File: src/rtl/crt_pkg.sv
`timescale 1ns / 1ps
// Package for the core reservation table: cell and mode codes, field widths,
// reset values and the memory request struct. No dependencies.
package crt_pkg;

	localparam int NUM_CORES_DEF = 64;

	localparam int MODE_W  = 2;
	localparam int COUNT_W = 7;
	localparam int INDEX_W = 6;
	localparam int MASK_W  = 64;

	localparam logic [COUNT_W-1:0] ACTIVE_CORES_RST = 7'd48;

	typedef enum logic [1:0] {
		CELL_VACANT = 2'd0,
		CELL_OPP    = 2'd1,
		CELL_OWNER  = 2'd2
	} cell_t;

	typedef enum logic [MODE_W-1:0] {
		MODE_CLAIM_MANY = 2'd0,
		MODE_OWNER_CLAIM = 2'd1,
		MODE_OPP_RELEASE = 2'd2,
		MODE_OWNER_RELEASE = 2'd3
	} mode_t;

	typedef enum logic [2:0] {
		ST_IDLE,
		ST_SCAN,
		ST_SCAN_CHK,
		ST_ROLL,
		ST_ONE_RD,
		ST_ONE_CHK,
		ST_DONE
	} state_t;

	// Read and write request into the cell memory
	typedef struct packed {
		logic               rd_en;
		logic [INDEX_W-1:0] rd_addr;
		logic               wr_en;
		logic [INDEX_W-1:0] wr_addr;
		cell_t              wr_data;
	} mem_req_t;

endpackage

File: src/rtl/crt_ifc.sv
`timescale 1ns / 1ps
// Channel interfaces of the core reservation table: request, response and
// configuration write. Depends on crt_pkg for field widths.
interface crt_req_if;
	logic                          valid;
	logic                          ready;
	logic [crt_pkg::MODE_W-1:0]    mode;
	logic [crt_pkg::COUNT_W-1:0]   request_count;
	logic [crt_pkg::INDEX_W-1:0]   core_index;

	modport source (output valid, mode, request_count, core_index, input ready);
	modport sink (input valid, mode, request_count, core_index, output ready);
endinterface

interface crt_rsp_if;
	logic                          valid;
	logic                          ready;
	logic [crt_pkg::MASK_W-1:0]    granted_mask;
	logic [crt_pkg::COUNT_W-1:0]   found_count;
	logic                          success;
	logic [1:0]                    prior_state;
	logic                          index_error;

	modport source (output valid, granted_mask, found_count, success, prior_state,
		index_error, input ready);
	modport sink (input valid, granted_mask, found_count, success, prior_state,
		index_error, output ready);
endinterface

interface crt_cfg_if;
	logic                          valid;
	logic                          ready;
	logic [crt_pkg::COUNT_W-1:0]   active_cores;

	modport source (output valid, active_cores, input ready);
	modport sink (input valid, active_cores, output ready);
endinterface

File: src/rtl/core_reservation_table.sv
`timescale 1ns / 1ps
// Top level of the core reservation table: configuration register, cell
// memory and request sequencer. Uses crt_pkg, crt_ifc, crt_cell_mem, crt_ctrl.
//
//  channel | dir | payload                                              | accept
//  req     | in  | mode, request_count, core_index                      | valid & ready
//  rsp     | out | granted_mask, found_count, success, prior_state,     | valid & ready
//          |     | index_error                                          |
//  cfg     | in  | active_cores                                         | valid & ready
//
// Claim-many reads each cell it visits, then checks and writes it; a failed
// claim adds a rollback pass that frees the cells it took. Single-cell requests
// read, then check and write one cell; an out-of-range index skips the memory.
// Reset clears all cells at once through per-entry valid flops; no sweep.
// One request is in work at a time; the response register lets the next
// request be taken while the previous response waits for rsp.ready.
module core_reservation_table #(
	parameter int NUM_CORES = crt_pkg::NUM_CORES_DEF
) (
	input  logic        clk,
	input  logic        arst_n,
	crt_req_if.sink     req,
	crt_rsp_if.source   rsp,
	crt_cfg_if.sink     cfg
);

	localparam logic [crt_pkg::COUNT_W-1:0] NUM_CORES_C = crt_pkg::COUNT_W'(NUM_CORES);

	logic [crt_pkg::COUNT_W-1:0] active_cores_q;
	logic [crt_pkg::COUNT_W-1:0] limit;
	crt_pkg::mem_req_t           mem_req;
	crt_pkg::cell_t              rd_data;

	assign cfg.ready = 1'b1;

	always_ff @(posedge clk or negedge arst_n) begin
		if (!arst_n) begin
			active_cores_q <= crt_pkg::ACTIVE_CORES_RST;
		end else if (cfg.valid && cfg.ready) begin
			active_cores_q <= cfg.active_cores;
		end
	end

	// scan limit saturates at the table size
	assign limit = (active_cores_q > NUM_CORES_C) ? NUM_CORES_C : active_cores_q;

	crt_cell_mem #(
		.NUM_CORES (NUM_CORES)
	) u_mem (
		.clk     (clk),
		.arst_n  (arst_n),
		.mem_req (mem_req),
		.rd_data (rd_data)
	);

	crt_ctrl #(
		.NUM_CORES (NUM_CORES)
	) u_ctrl (
		.clk     (clk),
		.arst_n  (arst_n),
		.req     (req),
		.rsp     (rsp),
		.limit   (limit),
		.mem_req (mem_req),
		.rd_data (rd_data)
	);

endmodule

File: src/rtl/crt_cell_mem.sv
`timescale 1ns / 1ps
// Cell state memory: one write and one read port, registered read data.
// Per-entry valid flops make every cell read as free after reset. Uses crt_pkg.
module crt_cell_mem #(
	parameter int NUM_CORES = crt_pkg::NUM_CORES_DEF
) (
	input  logic              clk,
	input  logic              arst_n,
	input  crt_pkg::mem_req_t mem_req,
	output crt_pkg::cell_t    rd_data
);

	localparam int IDX_W = $clog2(NUM_CORES);

	logic [1:0]           mem_q [NUM_CORES];
	logic [NUM_CORES-1:0] vld_q;
	logic [1:0]           rd_q;
	logic                 rd_vld_q;

	always_ff @(posedge clk) begin
		if (mem_req.wr_en) begin
			mem_q[mem_req.wr_addr[IDX_W-1:0]] <= mem_req.wr_data;
		end
		if (mem_req.rd_en) begin
			rd_q <= mem_q[mem_req.rd_addr[IDX_W-1:0]];
		end
	end

	always_ff @(posedge clk or negedge arst_n) begin
		if (!arst_n) begin
			vld_q    <= '0;
			rd_vld_q <= 1'b0;
		end else begin
			if (mem_req.wr_en) begin
				vld_q[mem_req.wr_addr[IDX_W-1:0]] <= 1'b1;
			end
			if (mem_req.rd_en) begin
				rd_vld_q <= vld_q[mem_req.rd_addr[IDX_W-1:0]];
			end
		end
	end

	// never-written cells are free
	assign rd_data = rd_vld_q ? crt_pkg::cell_t'(rd_q) : crt_pkg::CELL_VACANT;

	// the sequencer never reads a cell in the cycle it writes it
	a_no_rw_overlap: assert property (@(posedge clk) disable iff (!arst_n)
		mem_req.rd_en && mem_req.wr_en |-> mem_req.rd_addr != mem_req.wr_addr)
		else $error("read and write to the same cell in one cycle");

endmodule

File: src/rtl/crt_ctrl.sv
`timescale 1ns / 1ps
// Request sequencer: claim-many scan with rollback, single-cell claim and
// release, and the response register. Uses crt_pkg and the channel interfaces.
module crt_ctrl #(
	parameter int NUM_CORES = crt_pkg::NUM_CORES_DEF
) (
	input  logic                           clk,
	input  logic                           arst_n,
	crt_req_if.sink                        req,
	crt_rsp_if.source                      rsp,
	input  logic [crt_pkg::COUNT_W-1:0]    limit,
	output crt_pkg::mem_req_t              mem_req,
	input  crt_pkg::cell_t                 rd_data
);

	localparam int IDX_W = $clog2(NUM_CORES);
	localparam int CNT_W = $clog2(NUM_CORES + 1);

	crt_pkg::state_t               state_q, state_d;
	logic [crt_pkg::MODE_W-1:0]    mode_q;
	logic [crt_pkg::COUNT_W-1:0]   need_q;
	logic [crt_pkg::INDEX_W-1:0]   idx_q;
	logic [CNT_W-1:0]              cnt_q;
	logic [crt_pkg::COUNT_W-1:0]   found_q;
	logic [NUM_CORES-1:0]          mask_q;
	crt_pkg::cell_t                prior_q;
	logic                          ierr_q;
	logic                          succ_q;

	logic                          rsp_vld_q;
	logic [crt_pkg::MASK_W-1:0]    rsp_mask_q;
	logic [crt_pkg::COUNT_W-1:0]   rsp_found_q;
	logic                          rsp_succ_q;
	logic [1:0]                    rsp_prior_q;
	logic                          rsp_ierr_q;

	logic                          req_acc;
	logic                          idx_err;
	logic                          cnt_in;
	logic                          short;
	logic                          scan_more;
	logic                          load_rsp;
	logic [IDX_W-1:0]              cnt_idx;

	assign cnt_idx   = cnt_q[IDX_W-1:0];
	assign cnt_in    = crt_pkg::COUNT_W'(cnt_q) < limit;
	assign short     = found_q < need_q;
	assign scan_more = cnt_in && short;
	assign idx_err   = {1'b0, req.core_index} >= limit;
	assign req_acc   = req.valid && req.ready;
	assign load_rsp  = (state_q == crt_pkg::ST_DONE) && (!rsp_vld_q || rsp.ready);

	// next state
	always_comb begin
		state_d = state_q;
		case (state_q)
			crt_pkg::ST_IDLE: begin
				if (req.valid) begin
					if (req.mode == crt_pkg::MODE_CLAIM_MANY) begin
						state_d = crt_pkg::ST_SCAN;
					end else if (idx_err) begin
						state_d = crt_pkg::ST_DONE;
					end else begin
						state_d = crt_pkg::ST_ONE_RD;
					end
				end
			end
			crt_pkg::ST_SCAN: begin
				if (scan_more) begin
					state_d = crt_pkg::ST_SCAN_CHK;
				end else if (short) begin
					state_d = crt_pkg::ST_ROLL;
				end else begin
					state_d = crt_pkg::ST_DONE;
				end
			end
			crt_pkg::ST_SCAN_CHK: state_d = crt_pkg::ST_SCAN;
			crt_pkg::ST_ROLL: begin
				if (!cnt_in) begin
					state_d = crt_pkg::ST_DONE;
				end
			end
			crt_pkg::ST_ONE_RD:  state_d = crt_pkg::ST_ONE_CHK;
			crt_pkg::ST_ONE_CHK: state_d = crt_pkg::ST_DONE;
			crt_pkg::ST_DONE: begin
				if (load_rsp) begin
					state_d = crt_pkg::ST_IDLE;
				end
			end
			default: state_d = crt_pkg::ST_IDLE;
		endcase
	end

	// memory requests
	always_comb begin
		mem_req = '{rd_en: 1'b0, rd_addr: '0, wr_en: 1'b0, wr_addr: '0,
			wr_data: crt_pkg::CELL_VACANT};
		case (state_q)
			crt_pkg::ST_SCAN: begin
				mem_req.rd_en   = scan_more;
				mem_req.rd_addr = crt_pkg::INDEX_W'(cnt_q);
			end
			crt_pkg::ST_SCAN_CHK: begin
				mem_req.wr_en   = (rd_data == crt_pkg::CELL_VACANT);
				mem_req.wr_addr = crt_pkg::INDEX_W'(cnt_q);
				mem_req.wr_data = crt_pkg::CELL_OPP;
			end
			crt_pkg::ST_ROLL: begin
				mem_req.wr_en   = cnt_in && mask_q[cnt_idx];
				mem_req.wr_addr = crt_pkg::INDEX_W'(cnt_q);
				mem_req.wr_data = crt_pkg::CELL_VACANT;
			end
			crt_pkg::ST_ONE_RD: begin
				mem_req.rd_en   = 1'b1;
				mem_req.rd_addr = idx_q;
			end
			crt_pkg::ST_ONE_CHK: begin
				mem_req.wr_addr = idx_q;
				case (mode_q)
					crt_pkg::MODE_OWNER_CLAIM: begin
						mem_req.wr_en   = (rd_data == crt_pkg::CELL_VACANT);
						mem_req.wr_data = crt_pkg::CELL_OWNER;
					end
					crt_pkg::MODE_OPP_RELEASE: begin
						mem_req.wr_en = (rd_data == crt_pkg::CELL_OPP);
					end
					crt_pkg::MODE_OWNER_RELEASE: begin
						mem_req.wr_en = (rd_data == crt_pkg::CELL_OWNER);
					end
					default: mem_req.wr_en = 1'b0;
				endcase
			end
			default: mem_req.wr_en = 1'b0;
		endcase
	end

	always_ff @(posedge clk or negedge arst_n) begin
		if (!arst_n) begin
			state_q   <= crt_pkg::ST_IDLE;
			rsp_vld_q <= 1'b0;
		end else begin
			state_q <= state_d;
			if (load_rsp) begin
				rsp_vld_q <= 1'b1;
			end else if (rsp.ready) begin
				rsp_vld_q <= 1'b0;
			end
		end
	end

	always_ff @(posedge clk) begin
		case (state_q)
			crt_pkg::ST_IDLE: begin
				if (req_acc) begin
					mode_q  <= req.mode;
					need_q  <= req.request_count;
					idx_q   <= req.core_index;
					cnt_q   <= '0;
					found_q <= '0;
					mask_q  <= '0;
					prior_q <= crt_pkg::CELL_VACANT;
					ierr_q  <= (req.mode != crt_pkg::MODE_CLAIM_MANY) && idx_err;
					succ_q  <= 1'b0;
				end
			end
			crt_pkg::ST_SCAN: begin
				if (!scan_more) begin
					if (short) begin
						cnt_q <= '0;
					end else begin
						succ_q <= 1'b1;
					end
				end
			end
			crt_pkg::ST_SCAN_CHK: begin
				if (rd_data == crt_pkg::CELL_VACANT) begin
					mask_q[cnt_idx] <= 1'b1;
					found_q         <= found_q + 7'd1;
				end
				cnt_q <= cnt_q + CNT_W'(1);
			end
			crt_pkg::ST_ROLL: begin
				if (cnt_in) begin
					cnt_q <= cnt_q + CNT_W'(1);
				end else begin
					mask_q <= '0;
				end
			end
			crt_pkg::ST_ONE_CHK: begin
				prior_q <= rd_data;
				succ_q  <= (mode_q == crt_pkg::MODE_OWNER_CLAIM) &&
					(rd_data != crt_pkg::CELL_OPP);
			end
			default: begin
			end
		endcase

		if (load_rsp) begin
			rsp_mask_q  <= crt_pkg::MASK_W'(mask_q);
			rsp_found_q <= found_q;
			rsp_succ_q  <= succ_q;
			rsp_prior_q <= prior_q;
			rsp_ierr_q  <= ierr_q;
		end
	end

	assign req.ready        = (state_q == crt_pkg::ST_IDLE);
	assign rsp.valid        = rsp_vld_q;
	assign rsp.granted_mask = rsp_mask_q;
	assign rsp.found_count  = rsp_found_q;
	assign rsp.success      = rsp_succ_q;
	assign rsp.prior_state  = rsp_prior_q;
	assign rsp.index_error  = rsp_ierr_q;

	a_scan_mask_count: assert property (@(posedge clk) disable iff (!arst_n)
		(state_q == crt_pkg::ST_SCAN || state_q == crt_pkg::ST_SCAN_CHK)
		|-> $countones(mask_q) == 32'(found_q))
		else $error("claimed mask disagrees with found count");

	a_scan_no_overshoot: assert property (@(posedge clk) disable iff (!arst_n)
		(state_q == crt_pkg::ST_SCAN || state_q == crt_pkg::ST_SCAN_CHK)
		|-> found_q <= need_q)
		else $error("scan claimed more cells than requested");

	a_roll_clears: assert property (@(posedge clk) disable iff (!arst_n)
		state_q == crt_pkg::ST_ROLL && state_d == crt_pkg::ST_DONE
		|=> mask_q == '0 && !succ_q)
		else $error("rollback left claimed cells or success set");

endmodule

File: src/flat_wrapper.sv
// flat-port wrapper written by rule: the top's interface ports become plain ports
module core_reservation_table_flat 
#(
	parameter int NUM_CORES = crt_pkg::NUM_CORES_DEF
)
  (clk, arst_n, req_valid, req_mode, req_request_count, req_core_index, req_ready, rsp_valid, rsp_granted_mask, rsp_found_count, rsp_success, rsp_prior_state, rsp_index_error, rsp_ready, cfg_valid, cfg_active_cores, cfg_ready);
  crt_req_if req_i ();
  crt_rsp_if rsp_i ();
  crt_cfg_if cfg_i ();
  input  logic clk;
  input  logic arst_n;
  input wire logic [$bits(req_i.valid)-1:0] req_valid;
  input wire logic [$bits(req_i.mode)-1:0] req_mode;
  input wire logic [$bits(req_i.request_count)-1:0] req_request_count;
  input wire logic [$bits(req_i.core_index)-1:0] req_core_index;
  output wire logic [$bits(req_i.ready)-1:0] req_ready;
  output wire logic [$bits(rsp_i.valid)-1:0] rsp_valid;
  output wire logic [$bits(rsp_i.granted_mask)-1:0] rsp_granted_mask;
  output wire logic [$bits(rsp_i.found_count)-1:0] rsp_found_count;
  output wire logic [$bits(rsp_i.success)-1:0] rsp_success;
  output wire logic [$bits(rsp_i.prior_state)-1:0] rsp_prior_state;
  output wire logic [$bits(rsp_i.index_error)-1:0] rsp_index_error;
  input wire logic [$bits(rsp_i.ready)-1:0] rsp_ready;
  input wire logic [$bits(cfg_i.valid)-1:0] cfg_valid;
  input wire logic [$bits(cfg_i.active_cores)-1:0] cfg_active_cores;
  output wire logic [$bits(cfg_i.ready)-1:0] cfg_ready;
  assign req_i.valid = req_valid;
  assign req_i.mode = req_mode;
  assign req_i.request_count = req_request_count;
  assign req_i.core_index = req_core_index;
  assign req_ready = req_i.ready;
  assign rsp_valid = rsp_i.valid;
  assign rsp_granted_mask = rsp_i.granted_mask;
  assign rsp_found_count = rsp_i.found_count;
  assign rsp_success = rsp_i.success;
  assign rsp_prior_state = rsp_i.prior_state;
  assign rsp_index_error = rsp_i.index_error;
  assign rsp_i.ready = rsp_ready;
  assign cfg_i.valid = cfg_valid;
  assign cfg_i.active_cores = cfg_active_cores;
  assign cfg_ready = cfg_i.ready;
  core_reservation_table #(.NUM_CORES(NUM_CORES)) u_core (.clk(clk), .arst_n(arst_n), .req(req_i), .rsp(rsp_i), .cfg(cfg_i));
endmodule
File: config.mk
export PLATFORM = sky130hd
export DESIGN_NAME = core_reservation_table_flat
export DESIGN_NICKNAME = d
export VERILOG_FILES = /design/src/rtl/crt_pkg.sv /design/src/rtl/crt_ifc.sv /design/src/rtl/core_reservation_table.sv /design/src/rtl/crt_cell_mem.sv /design/src/rtl/crt_ctrl.sv /design/src/flat_wrapper.sv
export SDC_FILE = /design/constraint.sdc
export NUM_CORES = 1
export LEC_CHECK = 0
export BUFFER_PORTS_ARGS = -buffer_cell sky130_fd_sc_hd__buf_4
export CAP_MARGIN = 20
export CORE_MARGIN = 2
export CORE_UTILIZATION = 65
export CTS_CLUSTER_DIAMETER = 80
export DETAILED_ROUTE_END_ITERATION = 7
export PLACE_DENSITY = 0.82
export SLEW_MARGIN = 10
export SYNTH_ARGS = -nofsm -noshare
export SYNTH_HDL_FRONTEND = slang
export SYNTH_HIERARCHICAL = 1
export SYNTH_SLANG_ARGS = --single-unit
File: constraint.sdc
create_clock -name clk -period 11.3 [get_ports clk]
set_input_delay 0.565 -clock clk [delete_from_list [all_inputs] [get_ports clk]]
set_output_delay 0.565 -clock clk [all_outputs]
set_load 0.1 [all_outputs]
---- Word level (Yosys, flattened, before mapping) ----
Memories as Yosys holds them, arrays and structs flattened. A register that Yosys moved wholly into a read port is not among the register bits.
Cells that the tools add are included.
W data, S select, Z words.
word-level totals
  bits in writable memories ............... 128
  memories ................................ 1
  word-level logic and storage cells ...... 125
  output and inout port bits .............. 78
  bits of input ports ..................... 27
  register bits ........................... 248
memory list
  memory              depth  width  rd ports  clocked after Yosys merged registers in  write ports  line                RTL
  u_core.u_mem.mem_q  64     2      1         1                                        1            crt_cell_mem.sv:15  logic [1:0] mem_q [NUM_CORES];
operators by class
  bitwise operators ....................... 2
  order comparisons ....................... 9
  equal/unequal tests ..................... 21
  muxes and demuxes ....................... 44
  add/subtract/negate cells ............... 2
  reduce and logical (&&, ||, !) cells .... 27
operators by type and width
  cell                   number
  $mux W64               3
  $pmux W64 S3           1
  $or A64 B64 Y64        2
  $mux W7                6
  $pmux W7 S2            2
  $pmux W7 S4            1
  $pmux W8 S3            1
  $lt A6 B7 Y1 const B   3
  $pmux W3 S7            1
  $mux W3                6
  $ne A2 B2 Y1 const B   8
  $add A7 B1 Y7 const B  2
  $lt A7 B7 Y1           2
  $bmux W1 S6            2
  $demux W1 S6           2
  $ge A6 B1 Y1 const B   2
  $mux W1                11
  $eq A3 B3 Y1 const B   3
  $pmux W1 S3            3
  $logic_and A1 B1 Y1    8
  $mux W2                4
  $reduce_and A4 Y1      2
  $reduce_bool A2 Y1     4
  $ge A6 B7 Y1           1
  16 further kinds       25

---- Depth between registers and ports, before layout ----
  depth in word-level cells ............... 8
  gate-level depth with buffers ........... 13
  gate-level depth less buffers ........... 12

---- Cells and area by module ----
Netlist, hierarchy kept.
modules (own cells, without submodules)
  module                  cells each  seq. area each (um^2)  instances  area an instance (um^2)
  crt_cell_mem            475         5,530.3                1          7,958.9
  crt_ctrl                609         5,265.0                1          7,868.8
  core_reservation_table  24          177.7                  1          346.6

---- Worst setup path after synthesis ----
Ideal clock, no wire load.
  path kind ............................... register to register
  start ................................... register u_core/active_cores_q[5] (netlist name)
  end ..................................... register u_core.u_ctrl.mask_q[0] (enable)
  stages on the path, launching flop included .. 9
  setup slack ............................. 4.025 ns
  arrival ................................. 6.674 ns
  buffers on the path ..................... 0
  setup time .............................. 0.601 ns
  cell sequence ........................... dfstp_2 nor2b_1 inv_1 ha_1 and3_1 a221o_1 a31oi_1 nand2b_1 a311oi_1
between the ends
  longest elaborated chain between the ends .. 5
RTL lines
  what                             line                          RTL
  start, declared                  core_reservation_table.sv:29  logic [crt_pkg::COUNT_W-1:0] active_cores_q;
  start signal, assigned           core_reservation_table.sv:38  active_cores_q <= crt_pkg::ACTIVE_CORES_RST;
  start signal, assigned           core_reservation_table.sv:40  active_cores_q <= cfg.active_cores;
  $gt A7 B7 Y1                     core_reservation_table.sv:45  assign limit = (active_cores_q > NUM_CORES_C) ? NUM_CORES_C : active_cores_q;
  $mux W7 (*)                      core_reservation_table.sv:45
  named net u_core.limit, one bit  core_reservation_table.sv:30  logic [crt_pkg::COUNT_W-1:0] limit;
  $lt A7 B7 Y1 (*)                 crt_ctrl.sv:46                assign cnt_in = crt_pkg::COUNT_W'(cnt_q) < limit;
  $ne A2 B2 Y1 (no line) (*)       n/a
  $reduce_and A4 Y1 (no line) (*)  n/a
  end signal, assigned             crt_ctrl.sv:160               mask_q <= '0;
  end signal, assigned by index    crt_ctrl.sv:177               mask_q[cnt_idx] <= 1'b1;
  end signal, assigned             crt_ctrl.sv:186               mask_q <= '0;
  end, declared                    crt_ctrl.sv:25                logic [NUM_CORES-1:0] mask_q;
The timed path passes the listed nets; every way through them passes the cells marked *.
A chain may end at the register's enable or synchronous reset.

==> impl_metrics.csv <==
group,metric,value,unit
run_status,status,"completed",
floorplan,die_h,161.7,um
pwr,power.density,287.5,mW/mm2
critical_path,slowest_stage,"edfxtp_1",
global_route,antenna_found_initial,0,
critical_path,r2r-start,"u_core/u_ctrl/cnt_q[1]",
layout,syn2layout_area_growth,14.53,%
placed_design,gp_congestion,0.8561,
synthesis,syn_inst,1108,
critical_path,crit_path_max_incr_delay,0.94,ns
floorplan,initial_core_util,66.31,%
synthesis,syn_nets,1155,
timing,fin_skew,0.02042,ns
synthesis,yosys_most_used_dff,"edfxtp_1",
global_route,gr-total-overflow,0,
critical_path,crit_chain,"nand2b_1, nor2_1, o2bb2ai_1, o21ai_0, nand4_1, a41o_1, nor2b_1, nand3_1, nor2_1",
layout,multiInputGateArea,0.004853,mm2
critical_path,critical_path.endpoint_type,"register",
critical_path,reg2reg_depth,9,
routing,dr.pass1.iters,5,
critical_path,critPathKind,"reg2reg",
placed_design,dpl_cell_area,0.01719,mm2
floorplan,die_area,0.02616,mm2
critical_path,reg2reg_to,"u_core/u_mem/mem_q[30][1]",
synthesis,ys_async_sr_fraction,20.11,%
routing,wl_per_cell,24.15,um
layout,design_area,0.01852,mm2
synthesis,synth.avg_cell_area,14.60,um2
clock_tree,cts_tree,"done",
synthesis,ys_types,69,
timing,finalCriticalPeriod,4.226,ns
timing,clock.fmax,0.2366,GHz
timing,tns,0,ns
floorplan,die_w,161.7,um
timing,drv_slew,0,
layout,drive_gt1_share,26.41,%
timing,worst_pin_slew,1.085,ns
clock_tree,clk_pin_slew,0.06,ns
routing,ant_nets,0,
layout,num-fill-cells,1437,
critical_path,arrival,4.42,ns
routing,post-route-drc-count,0,
critical_path,cp.required,11.49,ns
clock_tree,post-cts-setup-buffer-count,0,
pwr,ir_worst_vdd,230.1,uV
synthesis,syn-cell-area,0.01617,mm2
timing,period_share,37.40,%
clock_tree,cts_buffer_depth,3,
routing,wl,37.73,mm
layout,final_net_count,1255,
timing,relSlewSlack,27.07,%
floorplan,pin_count,105,
timing,holdWs,0.02357,ns
placed_design,place_hpwl,23.78,mm
critical_path,crit_buf_inv,0,
layout,n_antenna_cell,0,
critical_path,cp_common_cell,"nor2_1",
global_route,grt_max_degree,77,
synthesis,synth_seq_cells,378,
synthesis,synth_seq_area_share,67.84,%
timing,rsz0062_at_grt,"false",
floorplan,core_area,0.02439,mm2
clock_tree,root_buffer,"clkbuf_16",
critical_path,regToRegSetupSlack,7.07,ns
routing,route.vias.total,10170,
clock_tree,insertion_delay,0.52,ns
job,cap_viol_max_count,0,
global_route,grt_pass1_vias,9898,
critical_path,path_max_fanout,29,
critical_path,cp-start-kind,"register",
synthesis,synth_edf_count,302,
routing,drtIter0Drc,1492,
global_route,grt_pass1_wl,58.42,mm
routing,via_per_inst,6.512,
timing,hold_violations,0,
placed_design,portBuffers,103,
clock_tree,numCtsBuffers,38,
pwr,p_leak,7.058,nW
timing,setup_viol,0,
global_route,grt_use_total,29.53,%
layout,seqCellArea,0.01097,mm2
synthesis,ys_warn_count,6,
clock_tree,cts_sinks,378,
critical_path,crit_family,"simple AND/OR/NAND/NOR gates",
hold_path,hp-class,"in2async",
clock_tree,htree_levels,2,
floorplan,rows,57,
clock_tree,hold_buffers,0,
clock_tree,post_cts_resized,0,
-- synthesized netlist by cell type (14+ instances only) --
library cell    n  share of area [%]
nand3_1        20               0.62
nand2_1        24               0.56
a21oi_1        77                2.4
mux4_2         50                7.0
edfxtp_1      302                 56
nor2b_1        17               0.66
or2_2          65                2.5
nand2b_1       14               0.54
clkbuf_1       33               0.77
mux2i_1        24                1.5
ha_1           20                1.5
nor2_1        164                3.8
inv_1          21               0.49
dfrtp_1        74                 11
-- cells in the final DEF (no fill, tap or decap), types with 9 or more instances in the layout --
master,n
nand3_1,20
a221oi_1,9
inv_1,21
mux2i_1,24
nand2b_1,14
mux4_2,50
nor2b_1,17
a21oi_1,77
buf_4,116
clkinv_2,9
nand3b_1,10
and3b_1,9
a22oi_1,13
ha_1,20
and3_1,10
or2_2,65
nor2_1,160
clkbuf_16,41
edfxtp_1,302
dfrtp_1,74
nand2_1,23
o21ai_0,11
-- metal layers --
layer,global-route usage [%],wire length [um]
met1,44.31,14760
met5,0,0
met2,45.73,17920
met3,5.567,4198
met4,7.965,861
-- power breakdown --
group | switching [W] | internal [W]
registers | 0.000238 | 0.00191
clock network | 0.000511 | 0.000770
logic | 0.00132 | 0.000579
-- layout make-up --
class                           count  area share, %
Clock buffer                       55          6.147
Inverter                           23         0.4661
Multi-Input combinational cell    648          26.20
Sequential cell                   378          59.24
Timing Repair Buffer              119          4.944
Tap cell                          324          2.188
Clock inverter                     15         0.8173
-- worst max path at each step --
| stage | to | slack (ns) | cells past startpoint | startpoint |
|---|---|---|---|---|
| 2_1_floorplan | u_core/u_ctrl/mask_q[0] | 4.03 | 8 | u_core/active_cores_q[5] |
| 3_3_place_gp | u_core/u_mem/mem_q[30][1] | 7.24 | 9 | u_core/u_ctrl/cnt_q[1] |
| 3_5_place_dp | u_core/u_mem/mem_q[30][1] | 7.15 | 9 | u_core/u_ctrl/cnt_q[1] |
| 4_1_cts | u_core/u_mem/rd_q[0] | 7.14 | 7 | u_core/u_ctrl/state_q[2] |
| 5_1_grt | u_core/u_mem/mem_q[30][1] | 6.90 | 9 | u_core/u_ctrl/cnt_q[1] |
| 6_report | u_core/u_mem/mem_q[30][1] | 7.07 | 9 | u_core/u_ctrl/cnt_q[1] |
-- logic make-up after synthesis --
kind of cell	count (synthesis)	synth area share, %
flops	378	67.84
simple gates	369	11.62
compound gates	162	6.467
mux	86	9.469
buf+inv	82	2.491
fa+ha+maj	20	1.547
xor+xnor	10	0.5415
other cells	1	0.02318
-- sequential cells by signal, summed over array words and instances, names as in the netlist, 2 cells and up --
name and flops:
u_core/u_ctrl/rsp.granted_mask 64, u_core/u_mem/mem_q 128, u_core/u_ctrl/found_q 7, u_core/u_mem/rd_q 2, u_core/active_cores_q 7, u_core/u_ctrl/rsp.prior_state 2
u_core/u_ctrl/idx_q 6, u_core/u_ctrl/rsp.found_count 7, u_core/u_ctrl/need_q 7, u_core/u_ctrl/mode_q 2, u_core/u_ctrl/mask_q 64, u_core/u_ctrl/cnt_q 7
u_core/u_ctrl/prior_q 2, u_core/u_mem/vld_q 64, u_core/u_ctrl/state_q 3
-- worst register-to-register path, cell delays in order, from the launching register on --
cell,delay [ns]
edfxtp_1,0.94
nand2b_1,0.21
nor2_1,0.79
o2bb2ai_1,0.21
o21ai_0,0.12
nand4_1,0.15
a41o_1,0.31
nor2b_1,0.31
nand3_1,0.47
nor2_1,0.41
-- metrics by stage --
stage / power (W) / instances / util, % / worst slack, ns
final: 0.005326 / 1562 / 75.95 / 7.074
after CTS: 0.005301 / 1559 / 75.76 / 7.139
after floorplan: 0.003560 / 1108 / - / 4.025
after detailed placement: 0.004008 / 1489 / 70.47 / 7.148
after global routing: 0.005518 / 1562 / 75.95 / 6.900
after global placement: 0.003948 / 1489 / 70.47 / 7.239
Power figures use the tool's default switching activity.
